[src/hw/rtl/lse_pkg.sv]
`default_nettype none
// ----------------------------------------------------------------------------
// lse_pkg
// Shared types and constants for the LSB stego extractor: decoder phase
// codes, field widths and the marker register reset value.
// ----------------------------------------------------------------------------
package lse_pkg;

    localparam int MARKER_BITS_DEF = 24;
    localparam int LENGTH_BITS_DEF = 32;

    localparam int CHAN_W     = 8;
    localparam int BYTE_W     = 8;
    localparam int BYTE_CNT_W = 3;
    localparam int STATUS_W   = 2;
    localparam int MSG_LEN_W  = 32;
    localparam int MARKER_W   = 24;
    localparam int PIX_BITS   = 3;

    localparam logic [MARKER_W-1:0] MARKER_RESET = 24'hE29DA4;

    typedef enum logic [STATUS_W-1:0] {
        PH_HEADER   = 2'd0,
        PH_MESSAGE  = 2'd1,
        PH_DONE     = 2'd2,
        PH_NOTFOUND = 2'd3
    } phase_t;

endpackage
`default_nettype wire

[src/hw/rtl/lsb_stego_extractor.sv]
`default_nettype none
// ----------------------------------------------------------------------------
// lsb_stego_extractor
// Recovers a hidden message from bit 0 of the red, green and blue channels
// of a raster pixel stream: marker check, byte count, then message bytes.
// ----------------------------------------------------------------------------
// One pixel word is taken per clock cycle unless the sink stalls, with a
// result word out in the next cycle. The three hidden bits of a pixel are
// folded into the decoder state by a single combinational pass and the state
// registers and the result register are loaded at the same edge, so the rate
// is set by that pass alone. The result register holds a word while the sink
// stalls and the input stays ready whenever that word is taken in the same
// cycle. The marker register may be written at any time the block is idle.
// ----------------------------------------------------------------------------
module lsb_stego_extractor #(
    parameter int MARKER_BITS = lse_pkg::MARKER_BITS_DEF,
    parameter int LENGTH_BITS = lse_pkg::LENGTH_BITS_DEF
) (
    input  wire logic                            aclk,
    input  wire logic                            aresetn,
    input  wire logic                            s_valid,
    output logic                                 s_ready,
    input  wire logic [lse_pkg::CHAN_W-1:0]      s_red,
    input  wire logic [lse_pkg::CHAN_W-1:0]      s_green,
    input  wire logic [lse_pkg::CHAN_W-1:0]      s_blue,
    input  wire logic                            s_first_pixel,
    output logic                                 m_valid,
    input  wire logic                            m_ready,
    output logic [lse_pkg::BYTE_W-1:0]           m_msg_byte,
    output logic                                 m_byte_valid,
    output logic                                 m_last_byte,
    output logic [lse_pkg::STATUS_W-1:0]         m_status,
    output logic [lse_pkg::MSG_LEN_W-1:0]        m_msg_length,
    input  wire logic                            cfg_valid,
    output logic                                 cfg_ready,
    input  wire logic [lse_pkg::MARKER_W-1:0]    cfg_data
);
    import lse_pkg::*;

    localparam int HDR_MAX = (MARKER_BITS > LENGTH_BITS) ? MARKER_BITS : LENGTH_BITS;
    localparam int HCW     = $clog2(HDR_MAX);
    localparam int MIW     = $clog2(MARKER_BITS);

    logic [MARKER_W-1:0]    marker_reg;
    phase_t                 phase_reg, phase_next;
    logic [HCW-1:0]         hcnt_reg, hcnt_next;
    logic                   in_len_reg, in_len_next;
    logic [LENGTH_BITS-1:0] len_reg, len_next;
    logic [LENGTH_BITS-1:0] left_reg, left_next;
    logic [BYTE_W-1:0]      bsh_reg, bsh_next;
    logic [BYTE_CNT_W-1:0]  bcnt_reg, bcnt_next;

    logic                   m_valid_reg;
    logic [BYTE_W-1:0]      msg_byte_reg, msg_byte_next;
    logic                   byte_valid_reg, byte_valid_next;
    logic                   last_byte_reg, last_byte_next;
    logic [STATUS_W-1:0]    status_reg;
    logic [MSG_LEN_W-1:0]   msg_length_reg, msg_length_next;

    logic [MARKER_BITS-1:0] marker_ext;
    logic                   pix_bit [0:PIX_BITS-1];
    logic                   take;

    // marker positions beyond the register read as zero
    for (genvar k = 0; k < MARKER_BITS; k++) begin : g_mk
        if (k < MARKER_W) begin : g_reg
            assign marker_ext[k] = marker_reg[k];
        end else begin : g_zero
            assign marker_ext[k] = 1'b0;
        end
    end

    assign pix_bit[0] = s_red[0];
    assign pix_bit[1] = s_green[0];
    assign pix_bit[2] = s_blue[0];

    assign s_ready   = !m_valid_reg || m_ready;
    assign take      = s_valid && s_ready;
    assign cfg_ready = 1'b1;

    always_comb begin
        phase_next      = phase_reg;
        hcnt_next       = hcnt_reg;
        in_len_next     = in_len_reg;
        len_next        = len_reg;
        left_next       = left_reg;
        bsh_next        = bsh_reg;
        bcnt_next       = bcnt_reg;
        msg_byte_next   = '0;
        byte_valid_next = 1'b0;
        last_byte_next  = 1'b0;

        if (s_first_pixel) begin
            phase_next  = PH_HEADER;
            hcnt_next   = '0;
            in_len_next = 1'b0;
            len_next    = '0;
            left_next   = '0;
            bsh_next    = '0;
            bcnt_next   = '0;
        end

        for (int i = 0; i < PIX_BITS; i++) begin
            if (phase_next == PH_HEADER && !in_len_next) begin
                if (pix_bit[i] != marker_ext[MIW'(MARKER_BITS - 1) - MIW'(hcnt_next)]) begin
                    phase_next = PH_NOTFOUND;
                end else if ((HCW+1)'(hcnt_next) + 1'b1 == (HCW+1)'(MARKER_BITS)) begin
                    hcnt_next   = '0;
                    in_len_next = 1'b1;
                    len_next    = '0;
                end else begin
                    hcnt_next = hcnt_next + 1'b1;
                end
            end else if (phase_next == PH_HEADER) begin
                len_next = {len_next[LENGTH_BITS-2:0], pix_bit[i]};
                if ((HCW+1)'(hcnt_next) + 1'b1 == (HCW+1)'(LENGTH_BITS)) begin
                    hcnt_next   = '0;
                    in_len_next = 1'b0;
                    left_next   = len_next;
                    bsh_next    = '0;
                    bcnt_next   = '0;
                    phase_next  = (len_next == '0) ? PH_DONE : PH_MESSAGE;
                end else begin
                    hcnt_next = hcnt_next + 1'b1;
                end
            end else if (phase_next == PH_MESSAGE) begin
                bsh_next  = {bsh_next[BYTE_W-2:0], pix_bit[i]};
                bcnt_next = bcnt_next + 1'b1;
                if (bcnt_next == '0) begin
                    msg_byte_next   = bsh_next;
                    byte_valid_next = 1'b1;
                    bsh_next        = '0;
                    left_next       = left_next - 1'b1;
                    if (left_next == '0) begin
                        last_byte_next = 1'b1;
                        phase_next     = PH_DONE;
                    end
                end
            end
        end

        if ((phase_next == PH_MESSAGE || phase_next == PH_DONE) && !in_len_next) begin
            msg_length_next = MSG_LEN_W'(len_next);
        end else begin
            msg_length_next = '0;
        end
    end

    // decoder state and control
    always_ff @(posedge aclk) begin
        if (!aresetn) begin
            marker_reg  <= MARKER_RESET;
            phase_reg   <= PH_HEADER;
            hcnt_reg    <= '0;
            in_len_reg  <= 1'b0;
            len_reg     <= '0;
            left_reg    <= '0;
            bsh_reg     <= '0;
            bcnt_reg    <= '0;
            m_valid_reg <= 1'b0;
        end else begin
            if (cfg_valid && cfg_ready) begin
                marker_reg <= cfg_data;
            end
            if (take) begin
                phase_reg  <= phase_next;
                hcnt_reg   <= hcnt_next;
                in_len_reg <= in_len_next;
                len_reg    <= len_next;
                left_reg   <= left_next;
                bsh_reg    <= bsh_next;
                bcnt_reg   <= bcnt_next;
            end
            if (take) begin
                m_valid_reg <= 1'b1;
            end else if (m_ready) begin
                m_valid_reg <= 1'b0;
            end
        end
    end

    // result word
    always_ff @(posedge aclk) begin
        if (take) begin
            msg_byte_reg   <= msg_byte_next;
            byte_valid_reg <= byte_valid_next;
            last_byte_reg  <= last_byte_next;
            status_reg     <= phase_next;
            msg_length_reg <= msg_length_next;
        end
    end

    assign m_valid      = m_valid_reg;
    assign m_msg_byte   = msg_byte_reg;
    assign m_byte_valid = byte_valid_reg;
    assign m_last_byte  = last_byte_reg;
    assign m_status     = status_reg;
    assign m_msg_length = msg_length_reg;

endmodule
`default_nettype wire

[config.mk]
export PLATFORM = sky130hd
export DESIGN_NAME = lsb_stego_extractor
export DESIGN_NICKNAME = d
export VERILOG_FILES = /design/src/hw/rtl/lse_pkg.sv /design/src/hw/rtl/lsb_stego_extractor.sv
export SDC_FILE = /design/constraint.sdc
export NUM_CORES = 1
export LEC_CHECK = 0
export BUFFER_PORTS_ARGS = -buffer_cell sky130_fd_sc_hd__buf_2
export CORE_MARGIN = 1.5
export CORE_UTILIZATION = 40
export DETAILED_ROUTE_END_ITERATION = 8
export GPL_TIMING_DRIVEN = 0
export PLACE_DENSITY_LB_ADDON = 0.05
export SLEW_MARGIN = 20
export SYNTH_ARGS = -nofsm -noshare
export SYNTH_HDL_FRONTEND = slang
export SYNTH_SLANG_ARGS = --single-unit
[constraint.sdc]
create_clock -name aclk -period 11 [get_ports aclk]
set_clock_uncertainty 0.1 [all_clocks]
set_input_delay 1.1 -clock aclk [delete_from_list [all_inputs] [get_ports aclk]]
set_output_delay 1.1 -clock aclk [all_outputs]
set_load 0.03 [all_outputs]
**Yosys cells after proc, flatten, opt, wreduce, memory -nomap -nowiden**

Index checks and enable logic that the tools add are counted.
W data, S select, Z words.

- $add $sub $neg: 15
- $lt $le $gt $ge: 3
- Muxes and demuxes: 162
- Reduce and logical (&&, ||, !) cells: 25
- Eq/ne operators: 14

Operators by type and width:

| operator | number |
|---|---|
| $mux W32 | 29 |
| $mux W8 | 28 |
| $logic_not A32 Y1 | 6 |
| $sub A32 B1 Y32 const B | 3 |
| $mux W5 | 16 |
| $mux W2 | 25 |
| $mux W1 | 48 |
| $mux W3 | 13 |
| $add A5 B1 Y6 const B | 3 |
| $eq A6 B5 Y1 const B | 3 |
| $eq A6 B6 Y1 const B | 3 |
| $lt A5 B6 Y1 const B | 3 |
| $add A5 B1 Y5 const B | 3 |
| $bmux W1 S5 | 3 |
| $sub A5 B5 Y5 const A | 3 |
| $add A3 B1 Y3 const B | 3 |
| $logic_not A3 Y1 | 3 |
| $eq A2 B1 Y1 const B | 4 |
| $logic_not A2 Y1 | 3 |
| $logic_and A1 B1 Y1 | 5 |
| $logic_not A1 Y1 | 5 |
| $ne A1 B1 Y1 | 3 |
| $eq A2 B2 Y1 const B | 1 |
| $logic_or A1 B1 Y1 | 2 |
| $reduce_bool A2 Y1 | 1 |

- Logic and storage cells: 233
- Bits in registers: 152

**Depth between registers and ports, before layout**

- Depth in word-level cells: 22
- Gate-level depth with buffers: 41
- Gate-level depth less buffers: 28

**Least setup slack after synthesis**

Ideal clock, no wire load.

- Kind: input port to flip-flop
- Start: in s_first_pixel
- End: reg status_reg[0], in the netlist m_status[0] (data pin)
- Required time: 10.635 ns
- Stages on the path: 36
- Data arrival time: 9.157 ns
- Setup slack: 1.478 ns
- Path through: buf_2 -> buf_2 -> buf_2 -> buf_2 -> buf_2 -> buf_1 -> buf_2 -> buf_1 -> clkbuf_1 -> clkbuf_1 -> buf_1 -> nor2b_1 -> ha_1 -> ha_1 -> nor4bb_1 -> clkbuf_1 -> a31oi_1 -> nor2_1 -> o21ai_0 -> ha_1 -> inv_1 -> a2111oi_2 -> nand3_1 -> or4_1 -> and2_0 -> o31ai_1 -> o311a_1 -> nand4b_1 -> or4_1 -> nor4_2 -> mux2i_1 -> nand4_1 -> nor3b_1 -> a21oi_1 -> a211oi_2 -> nor2_1

- Cells in the longest elaborated chain, start to end: 19

RTL lines:

| what | RTL line | source |
|---|---|---|
| start: declaration | lsb_stego_extractor.sv:26 | `input wire logic s_first_pixel,` |
| parallel branches: the longest is 18 deep, another holds $sub A32 B1 Y32 | -- |  |
| $mux W2 (*) | lsb_stego_extractor.sv:104 | `if (phase_next == PH_HEADER && !in_len_next) begin` |
| net phase_next[0] | lsb_stego_extractor.sv:45 | `phase_t phase_reg, phase_next;` |
| end signal: assignment | lsb_stego_extractor.sv:188 | `status_reg <= phase_next;` |
| end: declaration | lsb_stego_extractor.sv:57 | `logic [STATUS_W-1:0] status_reg;` |

Mark *: on every way through the listed nets, which the timed path passes. The select of a mux whose other input is x is not followed.
A chain may end at the register's enable or synchronous reset.

**Final worst setup path**

Ends and elaborated chain as after synthesis.

==> tab_implementation.tex <==
\begin{tabular}{lr}
\hline
Metric & Value \\
\hline
\multicolumn{2}{l}{\textbf{Timing}} \\
\quad Crit path setup slack, layout & 20.4 ps \\
\quad Fraction of the cycle the final worst path needs & 99.8\% \\
\quad Minimum hold slack & 393 ps \\
\quad Normalized max-slew margin & 19.1\% \\
\quad Post-layout min period & 10980 ps \\
\quad Final count of negative-setup-slack endpoints & 0 \\
\quad Number of max-slew violations in the final report & 0 \\
\quad Transition at the pin with the smallest max-transition slack & 1200 ps \\
\quad Upper clock frequency limit & 91.1 MHz \\
\quad Final Hold Viols & 0 \\
\multicolumn{2}{l}{\textbf{Routing}} \\
\quad Total length of routed met2 wires & 36900 microns \\
\quad Met3 wirelength from detailed routing & 13500 microns \\
\quad Initial DRC count & 3651 \\
\quad Number of search-and-repair iterations in the first detailed-routing pass & 6 \\
\quad Met1 WL & 36200 microns \\
\quad Per-cell via count in the routed design & 7.21 \\
\quad Drt total wl & 93800 microns \\
\quad Max Used Layer & met5 \\
\quad Detailed-route wire length per cell & 33.1 microns \\
\quad Via count & 20500 \\
\quad DRC violations left & 0 \\
\quad Post-DRT Antenna Nets & 0 \\
\multicolumn{2}{l}{\textbf{Logic synthesis}} \\
\quad Most area-consuming cells after synthesis & sky130\_fd\_sc\_hd\_\_dfxtp\_1 14\%, sky130\_fd\_sc\_hd\_\_edfxtp\_1 8.5\%, sky130\_fd\_sc\_hd\_\_nor2\_1 6.1\% \\
\quad Yosys warnings & 0 \\
\quad Library cell with the highest instance count after synthesis & sky130\_fd\_sc\_hd\_\_nor2\_1 \\
\quad Number of distinct standard cells referenced by the synthesized netlist & 105 \\
\quad Post-synthesis instance area & 15500 sq um \\
\quad Portion of the post-synthesis area used by sequential elements & 22.4\% \\
\quad Number of standard cells after synthesis & 2195 \\
\quad Post-synth EDFFs & 44 \\
\quad Most used standard cells in the synthesized netlist & 253 x sky130\_fd\_sc\_hd\_\_nor2\_1, 238 x sky130\_fd\_sc\_hd\_\_nand2\_1, 188 x sky130\_fd\_sc\_hd\_\_a21oi\_1 \\
\quad Mapped Avg Cell Area & 7.05 sq um \\
\quad Area share of the largest cell type after synthesis & 13.9\% \\
\quad Share of synthesized flip-flops with an asynchronous set or reset & 0\% \\
\quad Total nets after synthesis & 2265 \\
\quad Cell accounting for the most synthesized area & sky130\_fd\_sc\_hd\_\_dfxtp\_1 \\
\quad Flip-flop and latch count after synthesis & 151 \\
\quad Flip-flop cell with the highest count after synthesis & sky130\_fd\_sc\_hd\_\_dfxtp\_1 \\
\multicolumn{2}{l}{\textbf{Clocking}} \\
\quad Clock tree buffer depth & 2 \\
\quad Count of clock tree sinks & 151 \\
\quad Cts bufs inserted & 17 \\
\quad Clock insertion delay at the later pin of the skew report & 480 ps \\
\quad Number of buffers added to fix hold violations after cts & 0 \\
\quad \# H-tree levels & 4 \\
\quad Clock-pin transition on the worst setup and hold timing paths & 70 ps \\
\quad Clock tree root buffer cell & sky130\_fd\_sc\_hd\_\_clkbuf\_16 \\
\quad Clock tree from TritonCTS & done \\
\multicolumn{2}{l}{\textbf{Place}} \\
\quad Pre-CTS WS & -3960 ps \\
\quad Inst Count DP & 2788 \\
\quad Detailed placement HPWL & 74400 microns \\
\quad Gpl congestion & 1.08 \\
\quad IO Port Bufs & 76 \\
\multicolumn{2}{l}{\textbf{Die}} \\
\quad Die Wd & 200 microns \\
\quad Count of pins on the block boundary & 101 \\
\quad Core box area & 37800 sq um \\
\quad Initial core utilization & 40.9\% \\
\quad Cell Rows & 71 \\
\quad Chip height & 200 microns \\
\quad Full die area & 39900 sq um \\
\multicolumn{2}{l}{\textbf{Global routing}} \\
\quad Overall track demand over capacity in global routing & 47.1\% \\
\quad Number of global-route vias before repair & 18600 \\
\quad Remaining global-route overflow & 0 \\
\quad Maximum number of pins on one net before global-route repair & 54 \\
\quad First-pass GRT wire length & 133000 microns \\
\quad Initial antenna violation count & 6 \\
\multicolumn{2}{l}{\textbf{Hold path}} \\
\quad Origin of the worst min-delay path & bsh\_reg[3]\$\_SDFFE\_PN0P\_ \\
\quad Class of the worst hold path & reg2reg \\
\multicolumn{2}{l}{\textbf{Worst setup path}} \\
\quad Reg-to-Reg Start & hcnt\_reg[4]\$\_SDFFE\_PN0P\_ \\
\quad Critical path data arrival time & 11080 ps \\
\quad Slowest CP cell & sky130\_fd\_sc\_hd\_\_a2111oi\_4 \\
\quad Required time of the worst setup path & 11100 ps \\
\quad Critical path startpoint category & primary input \\
\quad Critical path endpoint category & flop \\
\quad Maximum single-stage delay on the critical path & 660 ps \\
\quad CP max FO & 10 \\
\quad Critical path class & in2reg \\
\quad Critical Path Most Common Cell & sky130\_fd\_sc\_hd\_\_buf\_2 \\
\quad Worst setup path startpoint & s\_first\_pixel \\
\multicolumn{2}{l}{\textbf{Finish}} \\
\quad Final core utilization & 46.5\% \\
\quad Count of nets after finishing & 2381 \\
\quad Post-route non-filler standard cell count & 2837 \\
\quad Fill cell count & 4020 \\
\quad Share of final-layout standard cells stronger than drive strength 1 & 12.3\% \\
\quad Synth-to-layout area growth & 13.8\% \\
\multicolumn{2}{l}{\textbf{Outcome}} \\
\quad Result of the run & complete, no violations \\
\multicolumn{2}{l}{\textbf{Power}} \\
\quad Pleak & 6.32 nW \\
\quad Pwr dens & 227 nW/um\^{}2 \\
\quad Worst vdd rail ir drop & 140 uV \\
\quad Overall power of the completed layout & 4.00 mW \\
\multicolumn{2}{l}{\textbf{Run}} \\
\quad Number of max-capacitance violations reported & 0 \\
\hline
\end{tabular}
-- worst max-delay path, delay by kind of cell --
kind,cells,cell delay [ps]
buf+inv,14,3830
fa+ha+maj,1,450
compound gates,5,1660
simple gates,13,3740
mux,1,270
-- what timing repair did --
| item | 4_1_cts | 5_1_grt |
|---|---|---|
| endpoints found under the hold margin | 0 | 0 |
| setup endpoints to repair | 126 | 126 |
| resized for setup | 37 | 36 |
| buffers inserted | 8 | 10 |
| pin swaps | 2 | 3 |
-- stage by stage --
stage	setup TNS (ps)	instance area, sq um
final	0	17600
after global routing	-97.8	17600
after CTS	0	17400
after detailed placement	-443850	16600
after global placement	-454400	16500
after floorplan	0	15500
-- path summary, 6_finish.rpt --
kind | end | depth (start not counted) | slack [ps]
hold / removal | bsh_reg[3]$_SDFFE_PN0P_ | 2 | 390
setup / recovery | m_status[0]$_DFFE_PP_ | 34 | 20
hold reg to reg | bsh_reg[3]$_SDFFE_PN0P_ | 2 | 390
setup reg to reg | m_status[0]$_DFFE_PP_ | 31 | 1030
-- kinds of logic (layout without fill, tap and decap cells) --
family          Yosys count  after routing  synth area share (%)
other cells               1              3                0.0242
compound gates          748            748                  32.6
flops                   151            151                  22.4
simple gates            937            937                  30.4
xor+xnor                 48             48                  2.72
buf+inv                 226            355                  5.83
fa+ha+maj                16             16                  1.29
mux                      68             68                  4.71
-- layer usage --
layer / vias to the layer above / track usage [%]
li1: 8601 / -
met1: 9730 / 60.1
met2: 1699 / 65.4
met3: 416 / 18.0
met4: 6 / 30.7
met5: - / 0
-- cell type report --
cell class / count / area, sq um / area share [%]
clock inverters: 15 / 161 / 0.917
inverters: 52 / 198 / 1.12
diodes: 2 / 5.00 / 0.0284
repair buffers: 100 / 576 / 3.27
clock buffers: 17 / 425 / 2.42
well taps: 511 / 639 / 3.63
plain buffers: 171 / 724 / 4.12
flip-flops and latches: 151 / 3460 / 19.7
multi-input cells: 1818 / 11400 / 64.8
-- where the power goes --
group | switching (mW) | internal (mW)
registers | 0.105 | 0.647
clock network | 0.294 | 0.321
logic | 1.87 | 0.766
total | 2.27 | 1.73
-- cells in the final DEF, fill, tap and decap left out, types with 26 or more instances in the layout --
master	netlist	routed
sky130_fd_sc_hd__nor2_1	253	246
sky130_fd_sc_hd__nand2_1	238	236
sky130_fd_sc_hd__a21oi_1	188	184
sky130_fd_sc_hd__o21ai_0	144	137
sky130_fd_sc_hd__clkbuf_1	134	121
sky130_fd_sc_hd__dfxtp_1	107	107
sky130_fd_sc_hd__buf_2	20	100
sky130_fd_sc_hd__nand3_1	72	72
sky130_fd_sc_hd__nor3_1	77	72
sky130_fd_sc_hd__a31oi_1	56	53
sky130_fd_sc_hd__mux2i_1	51	51
sky130_fd_sc_hd__inv_1	50	50
sky130_fd_sc_hd__nand4_1	46	46
sky130_fd_sc_hd__edfxtp_1	44	44
sky130_fd_sc_hd__xnor2_1	38	38
sky130_fd_sc_hd__nor4_1	39	36
sky130_fd_sc_hd__a22oi_1	41	33
sky130_fd_sc_hd__and3_1	32	32
sky130_fd_sc_hd__buf_4	5	28
sky130_fd_sc_hd__a221oi_1	28	26
(Power assumes the default switching activity.)
